--- src/cdgv_pkg.sv ---
package cdgv_pkg;

  localparam int MAX_X = 128;
  localparam int MAX_Y = 128;
  localparam int MAX_Z = 128;

  localparam int CW     = 7;   // coordinate width
  localparam int SW     = 8;   // size register width
  localparam int DW     = 16;  // sample width
  localparam int GW     = 17;  // gradient / magnitude width
  localparam int AW     = 15;  // store address: plane parity, y, x
  localparam int SUMW   = 34;  // sum of three squares
  localparam int ODW    = 112; // packed result width

  localparam logic [1:0] REG_SIZE_X = 2'd0;
  localparam logic [1:0] REG_SIZE_Y = 2'd1;
  localparam logic [1:0] REG_SIZE_Z = 2'd2;

  typedef struct packed {
    logic [DW-1:0] sample;
    logic [CW-1:0] x;
    logic [CW-1:0] y;
    logic [CW-1:0] p;
    logic          interior;
    logic          last;
  } cdgv_item_t;

endpackage

--- src/cdgv_fifo.sv ---
module cdgv_fifo import cdgv_pkg::*; (
  input  logic       clk_i,
  input  logic       rst_ni,
  input  logic       push_i,
  input  cdgv_item_t item_i,
  output logic       full_o,
  input  logic       pop_i,
  output logic       empty_o,
  output cdgv_item_t item_o
);

  cdgv_item_t mem_q [4];
  logic [2:0] wp_q, rp_q;

  assign full_o  = (wp_q[1:0] == rp_q[1:0]) && (wp_q[2] != rp_q[2]);
  assign empty_o = wp_q == rp_q;
  assign item_o  = mem_q[rp_q[1:0]];

  always_ff @(posedge clk_i) begin
    if (push_i) mem_q[wp_q[1:0]] <= item_i;
  end

  always_ff @(posedge clk_i or negedge rst_ni) begin
    if (!rst_ni) begin
      wp_q <= '0; rp_q <= '0;
    end else begin
      if (push_i) wp_q <= wp_q + 3'd1;
      if (pop_i)  rp_q <= rp_q + 3'd1;
    end
  end

`ifndef SYNTHESIS
  a_no_overflow: assert property (@(posedge clk_i) disable iff (!rst_ni)
    full_o |-> !push_i) else $error("push into full queue");
  a_no_underflow: assert property (@(posedge clk_i) disable iff (!rst_ni)
    empty_o |-> !pop_i) else $error("pop from empty queue");
  a_fill: assert property (@(posedge clk_i) disable iff (!rst_ni)
    (push_i && !pop_i && empty_o) |=> !empty_o) else $error("lost item");
`endif

endmodule

--- config.mk ---
export PLATFORM = sky130hd
export DESIGN_NAME = cdgv_fifo
export DESIGN_NICKNAME = d
export VERILOG_FILES = /design/src/cdgv_pkg.sv /design/src/cdgv_fifo.sv
export SDC_FILE = /design/constraint.sdc
export NUM_CORES = 1
export LEC_CHECK = 0
export BUFFER_PORTS_ARGS = -buffer_cell sky130_fd_sc_hd__clkbuf_2
export CAP_MARGIN = 20
export CELL_PAD_IN_SITES_DETAIL_PLACEMENT = 0
export CELL_PAD_IN_SITES_GLOBAL_PLACEMENT = 1
export CORE_UTILIZATION = 45
export DETAILED_ROUTE_END_ITERATION = 8
export PLACE_DENSITY_LB_ADDON = 0.1
export SYNTH_ARGS = -nofsm -noshare
export SYNTH_HDL_FRONTEND = slang
export SYNTH_SLANG_ARGS = --single-unit
export TNS_END_PERCENT = 30
--- constraint.sdc ---
create_clock -name clk_i -period 2.6 [get_ports clk_i]
set_clock_uncertainty 0.1 [all_clocks]
set_input_delay 0.52 -clock clk_i [delete_from_list [all_inputs] [get_ports clk_i]]
set_output_delay 0.52 -clock clk_i [all_outputs]
set_load 0.02 [all_outputs]
### Yosys cells after proc, flatten, opt, wreduce, memory -nomap -nowiden

Memory sizes are Yosys's and may differ from the RTL's.
Index checks and enable logic that the tools add are counted.

* register bits: 6
* memory bits (writable): 156
* output and inout bits: 41
* memories: 1

Memory list
* mem_q: depth 4, width 39, read ports 1, clocked after memory_dff 0, wr ports 1, RTL line cdgv_fifo.sv:12 `cdgv_item_t mem_q [4];`

* add/subtract/negate cells: 2
* equality and inequality tests: 3
* muxes and demuxes: 2
* reduce and logical (&&, ||, !) cells: 1

Operators with widths (count)
* 3-bit by 1-bit adder with 3-bit output (second input constant): 2
* 3-bit == test: 1
* 2-bit == test: 1
* 1-bit two-way mux: 2
* 1-bit logical AND: 1
* 1-bit inequality test: 1

### Depth between registers and ports, before layout

* word-level depth: 2
* gate-level depth with buffers: 4
* depth with buffers taken out: 4

### Worst setup path after synthesis

No wires, ideal clock.

* path type: register to register
* start point: register wp_q[0]
* end point: memory mem_q[0][0] (netlist name), enable pin
* arrival time: 1592 ps
* required time: 2100 ps
* setup slack: 508 ps
* stages on the path, launching flop included: 4
* buffers on the path: 0
* clock period less this slack: 2092 ps
* path through: dfrtp_1 > inv_1 > ha_1 > and2_1

RTL lines
* start: declaration: RTL line cdgv_fifo.sv:13 `logic [2:0] wp_q, rp_q;`
* start signal: assignment: RTL line cdgv_fifo.sv:27 `if (push_i) wp_q <= wp_q + 3'd1;`
* end: declaration: RTL line cdgv_fifo.sv:12

Straight into the memory's write port.

==> impl_metrics.tcl <==
set metrics [dict create \
    cts_buffer_depth 2 \
    drtIter0Drc 157 \
    regArea_mm2 0.00484 \
    area_delta_synth_final_pct 21.1 \
    cts_htree_levels 4 \
    synthArstFlopShare_pct 3.70 \
    netlist_top_cells_count "edfxtp_1 (156), mux4_2 (38), dfrtp_1 (6)" \
    period_needed_ps 2440 \
    gp_congestion 0.656 \
    final.period_utilization_pct 94.0 \
    detailedPlacementHpwl_um 6150 \
    pin_count 84 \
    post-cts-setup-buffer-count 0 \
    timing.critical_path.required_ps 1980 \
    worst_skew_pair.late_latency_ps 420 \
    grt_first_pass_wirelength_um 16200 \
    antenna_found_initial 0 \
    n_antenna_cell 0 \
    min_path_type "input port to flip-flop" \
    start_kind "flip-flop" \
    worstPathArrival_ps 1820 \
    synthesis.area_mm2 0.00602 \
    cts_tree "built" \
    drv_cap 0 \
    synth_cells 235 \
    multiInputGateArea_mm2 0.00107 \
    coreArea_mm2 0.0128 \
    dr_total_vias 2722 \
    ys_types 18 \
    overflow 0 \
    wl_per_cell_um 19.6 \
    crit_type "flip-flop to output port" \
    dieArea_mm2 0.0139 \
    routed_via_density 5.20 \
    wirelength_um 10200 \
    critical-path-slowest-cell "mux4_2" \
    path_max_fanout 12 \
    avgSynthCellArea_um2 25.6 \
    power.leakage_uw 0.00257 \
    synth_most_common_cell "edfxtp_1" \
    grt.busiest_layer "met2" \
    ant_nets 0 \
    cp_cell_sequence "buf_4 -> mux4_2 -> clkbuf_2" \
    clkTransAtPathRegs_ps 60 \
    cpPeakStageDelay_ps 550 \
    cts-root-buf "clkbuf_16" \
    synth_top_area_cell "edfxtp_1" \
    hold_violations 0 \
    p_per_area_mw_per_mm2 1210 \
    run_status "complete, no violations" \
    io_buffers 83 \
    grtUsageTotal_pct 16.5 \
    grt_pass1_vias 2833 \
    max_freq_mhz 409 \
    post-place-cells 490 \
    num_rows 41 \
    yosysTopAreaCellShare_pct 77.8 \
    ys_top_cells_by_area "edfxtp_1 (78%), mux4_2 (14%), dfrtp_1 (2.5%)" \
    grt_use_met3_pct 4.51 \
    peakVddDrop_v 0.000602 \
    synthFlopType "edfxtp_1" \
    slew_headroom_pct 76.6 \
    tns_ps 0 \
    syn_nets 283 \
    setup-violations-final 0 \
    drc 0 \
    end_kind "output port" \
    grt_max_degree 40 \
    synth_seq_cells 162 \
    final_cells 523 \
    drt_pre_antenna_iters 4 \
    die_w_um 118 \
    nets 386 \
    cts_made_buffers 17 \
    drive_above_1_share_pct 47.0 \
    synth-edff-count 156 \
    die_h_um 118 \
    yosysWarningCount 0 \
    nFillCells 992 \
    initial_core_util_pct 47.0 \
    met1_usage_pct 22.3 \
    rsz0062_at_grt "false" \
    cts_sinks 162 \
    slew_violations 0 \
    grt_use_met2_pct 24.9 \
    seq_area_frac_synth_pct 80.2 \
    worst_pin_slew_ps 351 \
]
==> registers in the layout, indices dropped and copies added (netlist names) <==
signal,count
rp_q,3
mem_q,156
wp_q,3
==> stage by stage <==
| stage | total power, uW | utilization (%) | area (um2) | worst slack, ps | hold slack [ps] |
|---|---|---|---|---|---|
| after CTS | 8960 | 56.9 | 7300 | 102 | 194 |
| final | 8840 | 56.9 | 7300 | 155 | 215 |
| after floorplan | 5600 | - | 6020 | 508 | 124 |
| after global routing | 9250 | 56.9 | 7300 | 70.7 | 205 |
| after global placement | 6410 | 52.1 | 6690 | 574 | 262 |
| after detailed placement | 6430 | 52.1 | 6690 | 563 | 260 |
==> worst max-delay path: cells and delay by family, from the launching register on <==
family	cells	cell delay (ps)
buffers and inverters	2	460
flip-flops	1	390
multiplexers	1	550
==> per-layer routing <==
layer  share of wire (%)  up-vias
met4                 2.1        0
met5                   0        -
met1                  46     1421
met2                  48       80
li1                    -     1205
met3                 4.6       16
==> final cells by class <==
| class | count | area share (%) |
|---|---|---|
| Clock buffer | 20 | 5.99 |
| Tap cell | 172 | 2.95 |
| Timing Repair Buffer | 94 | 7.72 |
| Sequential cell | 162 | 66.3 |
| Clock inverter | 12 | 2.25 |
| Multi-Input combinational cell | 61 | 14.7 |
| Inverter | 2 | 0.103 |
==> layout by cell type, fill, tap and decap left out, drive strengths merged <==
master	synthesis	final
buf	9	10
ha	5	5
xnor2	2	2
dfrtp	6	6
clkbuf	1	103
o21ai	1	1
clkinv	0	7
dlygate4sd3	0	1
inv	2	2
nor3b	1	1
clkinvlp	0	1
mux2	1	1
edfxtp	156	156
and2	4	4
nand2	2	2
bufinv	0	4
mux4	39	39
nor3	1	1
xor2	5	5
==> what timing repair did <==
item / in CTS / in global routing
endpoints found under the hold margin: 6 / 0
hold buffers: 1 / 0
resized for setup: 0 / 0
==> worst paths after layout <==
kind                                         endpoint                start  cells after the start  slack, ps
worst max-delay path                       item_o[37]  rp_q[0]$_DFFE_PN0P_                      3        160
worst min-delay path            mem_q[2][1]$_DFFE_PP_            item_i[1]                      1        220
worst max register to register  mem_q[2][3]$_DFFE_PP_  wp_q[0]$_DFFE_PN0P_                      4        960
worst min register to register    wp_q[2]$_DFFE_PN0P_  wp_q[2]$_DFFE_PN0P_                      1        390
max in group asynchronous         rp_q[0]$_DFFE_PN0P_               rst_ni                      2       1880
min in group asynchronous         wp_q[1]$_DFFE_PN0P_               rst_ni                      2        360
==> power by group <==
part           total, uW  internal [uW]  switching [uW]
logic               2730           1150            1570
clock network       2530           1590             936
registers           3580           3420             161
==> cells by family (layout without fill, tap and decap cells) <==
group           count (synthesis)  count (layout)  synth area share [%]
buf+inv                        12             128                  2.04
fa+ha+maj                       5               5                  1.04
simple gates                    8               8                 0.748
xor+xnor                        7               7                  1.02
compound gates                  1               1                0.0830
flops                         162             162                  80.2
mux                            40              40                  14.8
(Power assumes the default switching activity.)
