--- config.mk ---
export PLATFORM = sky130hd
export DESIGN_NAME = cdgv_front
export DESIGN_NICKNAME = d
export VERILOG_FILES = /design/src/cdgv_pkg.sv /design/src/cdgv_front.sv
export SDC_FILE = /design/constraint.sdc
export NUM_CORES = 1
export LEC_CHECK = 0
export BUFFER_PORTS_ARGS = -buffer_cell sky130_fd_sc_hd__buf_2
export CAP_MARGIN = 40
export CORE_ASPECT_RATIO = 1.5
export CORE_UTILIZATION = 45
export CTS_BUF_LIST = sky130_fd_sc_hd__clkbuf_2 sky130_fd_sc_hd__clkbuf_4 sky130_fd_sc_hd__clkbuf_8
export DETAILED_ROUTE_END_ITERATION = 8
export PLACE_DENSITY = 0.68
export SETUP_SLACK_MARGIN = 0.02
export SYNTH_ARGS = -nofsm -noshare
export SYNTH_HDL_FRONTEND = slang
export SYNTH_SLANG_ARGS = --single-unit
--- constraint.sdc ---
create_clock -name clk_i -period 3.4 [get_ports clk_i]
set_input_delay 0.17 -clock clk_i [delete_from_list [all_inputs] [get_ports clk_i]]
set_output_delay 0.17 -clock clk_i [all_outputs]
set_load 0.02 [all_outputs]
--- src/cdgv_pkg.sv ---
package cdgv_pkg;

  localparam int MAX_X = 128;
  localparam int MAX_Y = 128;
  localparam int MAX_Z = 128;

  localparam int CW     = 7;   // coordinate width
  localparam int SW     = 8;   // size register width
  localparam int DW     = 16;  // sample width
  localparam int GW     = 17;  // gradient / magnitude width
  localparam int AW     = 15;  // store address: plane parity, y, x
  localparam int SUMW   = 34;  // sum of three squares
  localparam int ODW    = 112; // packed result width

  localparam logic [1:0] REG_SIZE_X = 2'd0;
  localparam logic [1:0] REG_SIZE_Y = 2'd1;
  localparam logic [1:0] REG_SIZE_Z = 2'd2;

  typedef struct packed {
    logic [DW-1:0] sample;
    logic [CW-1:0] x;
    logic [CW-1:0] y;
    logic [CW-1:0] p;
    logic          interior;
    logic          last;
  } cdgv_item_t;

endpackage

--- src/cdgv_front.sv ---
module cdgv_front import cdgv_pkg::*; (
  input  logic          clk_i,
  input  logic          rst_ni,
  input  logic          cfg_we_i,
  input  logic [1:0]    cfg_idx_i,
  input  logic [SW-1:0] cfg_data_i,
  input  logic          in_valid_i,
  output logic          in_ready_o,
  input  logic [DW-1:0] in_sample_i,
  output logic          push_o,
  output cdgv_item_t    item_o,
  input  logic          full_i
);

  logic [SW-1:0] size_x_q, size_y_q, size_z_q;
  logic [CW-1:0] x_q, y_q, p_q, x_d, y_d, p_d;
  logic [SW-1:0] clamped, lim, x1, y1, p1;
  logic          end_x, end_y, end_z, accept;

  always_comb begin
    case (cfg_idx_i)
      REG_SIZE_Y: lim = SW'(MAX_Y);
      REG_SIZE_Z: lim = SW'(MAX_Z);
      default:    lim = SW'(MAX_X);
    endcase
    if (cfg_data_i == '0) clamped = SW'(1);
    else if (cfg_data_i > lim) clamped = lim;
    else clamped = cfg_data_i;
  end

  always_ff @(posedge clk_i or negedge rst_ni) begin
    if (!rst_ni) begin
      size_x_q <= SW'(MAX_X);
      size_y_q <= SW'(MAX_Y);
      size_z_q <= SW'(MAX_Z);
    end else if (cfg_we_i) begin
      case (cfg_idx_i)
        REG_SIZE_X: size_x_q <= clamped;
        REG_SIZE_Y: size_y_q <= clamped;
        REG_SIZE_Z: size_z_q <= clamped;
        default: ;
      endcase
    end
  end

  assign x1 = {1'b0, x_q} + SW'(1);
  assign y1 = {1'b0, y_q} + SW'(1);
  assign p1 = {1'b0, p_q} + SW'(1);
  assign end_x = x1 >= size_x_q;
  assign end_y = y1 >= size_y_q;
  assign end_z = p1 >= size_z_q;

  assign in_ready_o = !full_i;
  assign accept     = in_valid_i && !full_i;
  assign push_o     = accept;

  always_comb begin
    item_o.sample   = in_sample_i;
    item_o.x        = x_q;
    item_o.y        = y_q;
    item_o.p        = p_q;
    item_o.interior = (p_q >= CW'(2)) && (x_q != '0) && !end_x && (y_q != '0) && !end_y
                      && ({1'b0, p_q} < size_z_q);
    item_o.last     = end_x && end_y && end_z;
  end

  always_comb begin
    x_d = x_q;
    y_d = y_q;
    p_d = p_q;
    if (item_o.last) begin
      x_d = '0; y_d = '0; p_d = '0;
    end else if (end_x) begin
      x_d = '0;
      if (end_y) begin
        y_d = '0;
        p_d = end_z ? '0 : p1[CW-1:0];
      end else begin
        y_d = y1[CW-1:0];
      end
    end else begin
      x_d = x1[CW-1:0];
    end
  end

  always_ff @(posedge clk_i or negedge rst_ni) begin
    if (!rst_ni) begin
      x_q <= '0; y_q <= '0; p_q <= '0;
    end else if (accept) begin
      x_q <= x_d; y_q <= y_d; p_q <= p_d;
    end
  end

endmodule

* Word level (Yosys, flattened, before mapping)
Cells that the tools add are included.
** Storage, ports and cells
- Input bits :: 31
- Bits in registers :: 45
** Operators by class
- $lt $le $gt $ge :: 6
- Reduce and logical (&&, ||, !) cells :: 22
- Eq/ne operators :: 2
- Multiplexer cells :: 11
- $add $sub $neg :: 3
** Operators by type and width (count)
- 7-bit two-way mux :: 9
- 7-bit by 1-bit adder with 8-bit output (second input constant) :: 3
- 8-bit >= comparator :: 3
- 8-bit two-way mux :: 2
- 7-bit nonzero test :: 2
- 8-bit greater-than comparator (second input constant) :: 1
- 1-bit logical AND :: 8
- 8-bit logical NOT :: 1
- 7-bit by 8-bit less-than comparator with 1-bit output :: 1
- 2-bit AND reduction :: 4
- 7-bit by 2-bit >= comparator with 1-bit output (second input constant) :: 1
- 2-bit nonzero test :: 2
- 1-bit logical NOT :: 3
- 3-bit AND reduction :: 1
- 2-bit by 1-bit equality test with 1-bit output (second input constant) :: 1
- 2-bit equality test (second input constant) :: 1
- 2-bit logical NOT :: 1

* Longest topological paths before layout
Gate-level depths: netlist of run 1.
- Word-level depth :: 7
- Mapped depth :: 11

* Worst setup path before layout of run 1
Ideal clock, no wire load.
- Path kind :: reg-to-reg
- Start :: reg p_q[1]
- End :: reg p_q[4]
- Path slack :: 0.580 ns
- Cell stages (with the launch flop) :: 11
- Data arrival time :: 2.728 ns
- Required time :: 3.308 ns
- Library setup time :: 0.092 ns
- Cells stage by stage :: dfrtp_1 > ha_1 > nand3_1 > nor2_1 > xor2_1 > ha_1 > and3_1 > o21ai_0 > nand3_1 > or3_1 > o31ai_2
** Between the ends
- Word-level cells in the longest chain between the ends :: 6
** Ends and longest elaborated chain
- from (decl) :: line cdgv_front.sv:16 : logic [CW-1:0] x_q, y_q, p_q, x_d, y_d, p_d;
- from (signal assigned) :: line cdgv_front.sv:88 : x_q <= '0; y_q <= '0; p_q <= '0;
- from (signal assigned) :: line cdgv_front.sv:90 : x_q <= x_d; y_q <= y_d; p_q <= p_d;
- 7-bit by 1-bit adder with 8-bit output (*) :: line cdgv_front.sv:48 : assign p1 = {1'b0, p_q} + SW'(1);
- 8-bit >= comparator :: line cdgv_front.sv:51 : assign end_z = p1 >= size_z_q;
- 7-bit two-way mux :: line cdgv_front.sv:77 : p_d = end_z ? '0 : p1[CW-1:0];
- 7-bit two-way mux :: line cdgv_front.sv:75 : if (end_y) begin
- 7-bit two-way mux :: line cdgv_front.sv:73 : end else if (end_x) begin
- 7-bit two-way mux :: line cdgv_front.sv:71 : if (item_o.last) begin
Every way passes the cells marked *; elsewhere a longest branch is shown, timed or not. The select of a mux whose other input is x is not followed.
A chain may end at the register's enable or synchronous reset.

==> results.sh, run 1 <==
export IMPL_worstPathRequired_ns=3.23
export IMPL_drc=2
export IMPL_worst_path_max_delay_cell="dfrtp_2"
export IMPL_core_area_um2=6810
export IMPL_crit_chain="ha_1 -> nand3_1 -> nor2_1 -> xor2_1 -> ha_1 -> and3_1 -> o21ai_0 -> nand3_2 -> and3_1 -> buf_2"
export IMPL_cp_end_kind="primary output"
export IMPL_die_width_um=70.4
export IMPL_drive_above_1_share_pct=19.8
export IMPL_via_per_inst=5.64
export IMPL_ys_flop_type="dfrtp_1"
export IMPL_grt_pass1_wl_mm=11.8
export IMPL_ys_seq_area_share_pct=35.8
export IMPL_fin_crit_ns=3.04
export IMPL_grt_antenna_before_repair=0
export IMPL_violations="DRC"
export IMPL_post_route_period_util_pct=89.5
export IMPL_cts_sinks=45
export IMPL_tns_ns=0
export IMPL_start_util_pct=46.4
export IMPL_multiInputGateArea_um2=1760
export IMPL_htree_num_levels=2
export IMPL_clockBufferDepth=2
export IMPL_antenna_cells=0
export IMPL_finalWirelength_mm=6.86
export IMPL_clkTransAtPathRegs_ns=0.08
export IMPL_criticalPathCategory="flip-flop to primary output"
export IMPL_status="complete, but fails checks"
export IMPL_min_from="cfg_data_i[2]"
export IMPL_timing_max_cap_violations=0
export IMPL_regArea_um2=1130
export IMPL_r2r_cells=10
export IMPL_worst_slack_ns=0.357
export IMPL_relSlewSlack_pct=67.2
export IMPL_layout_commonest_cell="o21ai_0"
export IMPL_slowest_delay_ns=0.45
export IMPL_io_pins=72
export IMPL_peakVddDrop_v=0.000203
export IMPL_timing_rr_start="p_q[1]"
export IMPL_die_h_um=105
export IMPL_ys_seq_elements=45
export IMPL_fin_skew_ns=0.00520
export IMPL_critPathLaunchType="flip-flop"
export IMPL_drt_iter0_drc=155
export IMPL_reg2reg_to="p_q[5]"
export IMPL_cts_tree="built"
export IMPL_vias=2486
export IMPL_final_antenna_net_count=0
export IMPL_grt_start_max_net_pins=27
export IMPL_leakage_nw=1.70
export IMPL_design_area_um2=3420
export IMPL_nets=431
export IMPL_hold_path_cell_count=3
export IMPL_clock_fmax_mhz=329
export IMPL_syn_num_nets=408
export IMPL_yosys_warnings=0
export IMPL_crit_fanout=9
export IMPL_dieArea_um2=7360
export IMPL_synth_enable_flop_cells=0
export IMPL_gr_usage_met1_pct=23.7
export IMPL_drv_slew=0
export IMPL_io_buffers=39
export IMPL_worst_pin_slew_ns=0.490
export IMPL_hp_class="input pin to flip-flop"
export IMPL_grt_usage_pct=20.3
export IMPL_rsz0062_at_grt="no"
export IMPL_pre_cts_slack_ns=0.334
export IMPL_hpwl_mm=5.45
export IMPL_cts_root_buf="clkbuf_8"
export IMPL_synth_async_reset_ratio_pct=100
export IMPL_netlist_instances=340
export IMPL_grt_overflow=0
export IMPL_gr_usage_met2_pct=35.5
export IMPL_r2r_slack_ns=0.44
export IMPL_p_per_area_nw_per_um2=547
export IMPL_critPathArrivalTime_ns=2.87
export IMPL_cts_buffers=5
export IMPL_gp_congestion=0.892
export IMPL_wl_per_cell_um=15.6
export IMPL_grt_use_met3_pct=2.99
export IMPL_nFillCells=650
export IMPL_synth_distinct_cells=47
export IMPL_grt_pass1_vias=2568
export IMPL_area_growth_pct=8.33
export IMPL_synthesis_area_um2=3160
export IMPL_syn_area_per_cell_um2=9.28
export IMPL_busiest_layer="met2"
export IMPL_hold_viol_final=0
export IMPL_holdPathEnd="size_x_q[2]"
export IMPL_firstDrtPassIters=6
export IMPL_finalSetupViolCount=0
export IMPL_dpl_cell_area_um2=3310
export IMPL_postCtsSetupRepairBufs=0
export IMPL_mostFrequentLayoutCells="42 x o21ai_0, 39 x buf_2, 39 x dfrtp_1, 37 x ha_1, 34 x nand2_1"
export IMPL_clk_latency_ns=0.30
export IMPL_rows=37
registers in the layout (all words and copies together) (netlist names):
signal    count
size_x_q      8
size_y_q      8
size_z_q      8
p_q           7
x_q           7
y_q           7
per-layer routing:
metal	vias up	wire, um
li1	1219	-
met1	1194	2860
met2	53	3530
met3	20	241
met4	0	231
met5	-	0
power by group:
part	internal [W]	switching (W)	total (W)
Sequential	0.000623	0.000106	0.000729
Clock	0.000170	0.000179	0.000349
Combinational	0.000328	0.000463	0.000791
Total	0.00112	0.000748	0.00187
stage by stage:
stage	util (%)	power, W	instances	hold WS [ns]
final	50.2	0.00187	441	0.199
after global routing	50.2	0.00202	441	0.228
after CTS	50.1	0.00188	441	0.208
after detailed placement	48.6	0.00153	433	0.161
after global placement	48.3	0.00150	432	0.340
after floorplan	-	0.00133	340	-0.126
worst max-delay path: cells and delay by family, from the launching register on:
| kind | cells | cell delay (ns) |
|---|---|---|
| xor gates and xnor gates | 1 | 0.22 |
| AOI/OAI and AO/OA | 1 | 0.27 |
| adders and majority gates | 2 | 0.54 |
| buffers and inverters | 1 | 0.15 |
| DFF | 1 | 0.45 |
| and+or+nand+nor | 5 | 0.93 |
worst max path at each step:
stage / startpoint / end / cells past startpoint
2_1_floorplan: p_q[1] / p_q[4] / 10
3_3_place_gp: p_q[1] / p_q[4] / 10
3_5_place_dp: p_q[1] / p_q[5] / 10
5_1_grt: p_q[1] / item_o[0] / 10
4_1_cts: p_q[1] / item_o[0] / 10
6_report: p_q[1] / item_o[0] / 10
area by class of cell:
| class | instances | share of cell area (%) |
|---|---|---|
| Clock buffer | 7 | 2.64 |
| Sequential cell | 45 | 33.2 |
| Inverter | 29 | 3.18 |
| Tap cell | 78 | 2.86 |
| Timing Repair Buffer | 42 | 6.81 |
| Multi-Input combinational cell | 240 | 51.4 |
kinds of logic (layout without fill, tap and decap cells):
group | count (synthesis) | after routing | synth area share (%)
and+or+nand+nor | 103 | 103 | 17.6
AOI/OAI and AO/OA | 81 | 81 | 17.6
buffers and inverters | 55 | 78 | 8.72
DFF | 45 | 45 | 35.8
adders and majority gates | 37 | 37 | 14.7
xor gates and xnor gates | 15 | 15 | 4.16
muxes | 4 | 4 | 1.43
what timing repair did:
action / CTS / global route
hold endpoints to repair: 19 / 0
gates resized for setup: 0 / 4
hold buffers: 1 / 0
setup endpoints to repair: 0 / 5
synthesized netlist by cell type (4+ instances only):
master	n	area [um2]
a21oi_1	7	35.0
a32o_1	4	40.0
and3_1	12	75.1
buf_4	16	120
clkbuf_1	8	30.0
dfrtp_1	42	1050
ha_1	37	463
inv_1	29	109
mux2_2	4	45.0
nand2_1	34	128
nand2b_1	12	75.1
nand3_1	14	70.1
nand3b_1	4	30.0
nor2_1	9	33.8
nor4_1	4	25.0
o21ai_0	42	210
o31ai_1	7	52.6
xnor2_1	10	87.6
xor2_1	5	43.8
No activity file was read; power rests on OpenSTA's default activity.
==> run 2: changes to the inputs <==
--- a/config.mk
+++ b/config.mk
@@ -13,6 +13,7 @@
 export DETAILED_ROUTE_END_ITERATION = 8
 export PLACE_DENSITY = 0.68
 export SETUP_SLACK_MARGIN = 0.02
+export SKIP_CTS_REPAIR_TIMING = 1
 export SYNTH_ARGS = -nofsm -noshare
 export SYNTH_HDL_FRONTEND = slang
 export SYNTH_SLANG_ARGS = --single-unit
==> constraint.sdc (replaced) <==
create_clock -name clk_i -period 3.14 [get_ports clk_i]
set_input_delay 0.157 -clock clk_i [delete_from_list [all_inputs] [get_ports clk_i]]
set_output_delay 0.157 -clock clk_i [all_outputs]
set_load 0.02 [all_outputs]
==> run 2 against run 1 <==
The flow still finishes with violations (DRC). Power rose by 9.7%. First-iteration DRC count down 27%. Count of clock-buffer cells in the layout fell by 2. Non-clock buffer count grew 5. Worst setup slack got worse by 0.19 ns. Combinational power rose by 12%. Clock power is 8.0% higher. Final area increased by 1.2%. Worst hold slack worse by 0.013 ns. Sequential power up 8.4%. Flip-flop and latch count unchanged. Critical endpoint unchanged. Largest cell class unchanged. Largest power group unchanged.
==> results.sh, run 2 (synthesis gave the netlist of run 1 again) <==
export IMPL_status="complete, but fails checks"
export IMPL_violations="DRC"
export IMPL_met3WireLength_um=245
export IMPL_cts_tree="built"
export IMPL_hpwl_mm=5.32
export IMPL_die_h_um=105
export IMPL_post_route_period_util_pct=94.8
export IMPL_pwr_share_comb_pct=43.1
export IMPL_clockBufferDepth=2
export IMPL_dieArea_um2=7360
export IMPL_worst_pin_slew_ns=0.476
export IMPL_critPathLaunchType="flip-flop"
export IMPL_start_util_pct=46.4
export IMPL_nets=436
export IMPL_criticalPathCategory="flip-flop to primary output"
export IMPL_finalSetupViolCount=0
export IMPL_firstDrtPassIters=6
export IMPL_clkTransAtPathRegs_ns=0.09
export IMPL_drt_iter0_drc=113
export IMPL_antenna_cells=0
export IMPL_hold_viol_final=0
export IMPL_area_growth_pct=9.60
export IMPL_p_per_area_nw_per_um2=593
export IMPL_clockPowerShare_pct=18.4
export IMPL_tns_ns=0
export IMPL_fin_skew_ns=0.0111
export IMPL_gp_congestion=0.902
export IMPL_fin_cells=447
export IMPL_dp_cells=435
export IMPL_core_area_um2=6810
export IMPL_p_int_w=0.00121
export IMPL_hp_class="input pin to flip-flop"
export IMPL_mostFrequentLayoutCells="42 x o21ai_0, 39 x buf_2, 38 x dfrtp_1, 36 x ha_1, 34 x nand2_1"
export IMPL_timing_max_cap_violations=0
export IMPL_grt_pass1_wl_mm=11.4
export IMPL_drv_slew=0
export IMPL_cts_sinks=45
export IMPL_met1_length_mm=2.91
export IMPL_clk_latency_ns=0.30
export IMPL_htree_num_levels=2
export IMPL_top_regs="size_x_q x8, size_y_q x8, size_z_q x8"
export IMPL_fin_crit_ns=2.98
export IMPL_grt_antenna_before_repair=0
export IMPL_critPathArrivalTime_ns=2.82
export IMPL_switching_share_pct=40.9
export IMPL_worstPathRequired_ns=2.98
export IMPL_io_buffers=39
export IMPL_drc=2
export IMPL_clock_fmax_mhz=336
export IMPL_io_pins=72
export IMPL_wl_met2_mm=3.50
export IMPL_seqPwrFrac_pct=38.5
export IMPL_leakage_nw=1.71
export IMPL_grt_overflow=0
export IMPL_drive_above_1_share_pct=21.4
export IMPL_rows=37
export IMPL_via_per_inst=5.51
export IMPL_grt_pass1_vias=2369
export IMPL_crit_fanout=7
export IMPL_dr_max_layer_used="met4"
export IMPL_wl_per_cell_um=15.2
export IMPL_peakVddDrop_v=0.000247
export IMPL_switchingPower_w=0.000837
export IMPL_final_antenna_net_count=0
export IMPL_cts_buffers=5
export IMPL_relSlewSlack_pct=68.2
export IMPL_grt_usage_pct=19.5
export IMPL_cp_end_kind="primary output"
export IMPL_die_width_um=70.4
export IMPL_vias=2463
export IMPL_cts_root_buf="clkbuf_8"
export IMPL_grt_start_max_net_pins=32
export IMPL_rsz0062_at_grt="no"
export IMPL_layout_commonest_cell="o21ai_0"
export IMPL_finalWirelength_mm=6.79
==> run 2: area by class of cell <==
type / count / area (um2)
Clock buffer: 5 / 68.8
Clock inverter: 3 / 25.0
Fill cell: 667 / 3350
Inverter: 29 / 109
Multi-Input combinational cell: 240 / 1750
Sequential cell: 45 / 1130
Tap cell: 78 / 97.6
Timing Repair Buffer: 47 / 270
==> run 2: path summary, 6_finish.rpt <==
path	from	to	slack, ns	depth (start not counted)
worst min register to register	size_z_q[4]	size_z_q[4]	0.48	2
worst max register to register	y_q[1]	p_q[5]	0.37	11
worst max-delay path	p_q[0]	item_o[0]	0.16	11
min in group asynchronous	rst_ni	p_q[3]	0.29	2
max in group asynchronous	rst_ni	size_y_q[7]	2.29	3
worst min-delay path	cfg_data_i[2]	size_x_q[2]	0.19	3
==> run 2: stage by stage <==
stage / area (um2) / util, % / setup slack (ns) / power (W) / hold slack (ns)
6_report: 3460 / 50.8 / 0.162 / 0.00205 / 0.187
5_1_grt: 3460 / 50.8 / 0.0158 / 0.00221 / 0.178
4_1_cts: 3420 / 50.2 / 0.0273 / 0.00205 / -0.236
3_5_place_dp: 3320 / 48.9 / 0.276 / 0.00166 / 0.0963
3_3_place_gp: 3300 / 48.6 / 0.343 / 0.00164 / 0.314
2_1_floorplan: 3160 / - / 0.320 / 0.00144 / -0.139
==> run 2: power groups by stage <==
stage                     registers [W]  clock network [W]  logic [W]
after floorplan                0.000813                  0   0.000631
after global placement         0.000796                  0   0.000842
after detailed placement       0.000800                  0   0.000863
after CTS                      0.000788           0.000390   0.000870
after global routing           0.000806           0.000416   0.000983
final                          0.000790           0.000377   0.000883
==> run 2: metal layers <==
metal	GRT usage (%)	vias up
met4	6.57	0
met5	0	-
li1	-	1232
met2	33.9	50
met3	2.89	12
met1	24.2	1169
==> run 2: critical path, cell delays in order (launching register included) <==
cell	delay [ns]
dfrtp_2	0.43
ha_2	0.23
nand3_1	0.17
nor2_1	0.18
xor2_1	0.21
ha_1	0.29
a21o_1	0.18
o21ai_0	0.21
nand3_1	0.13
buf_4	0.18
and3_1	0.15
buf_2	0.15
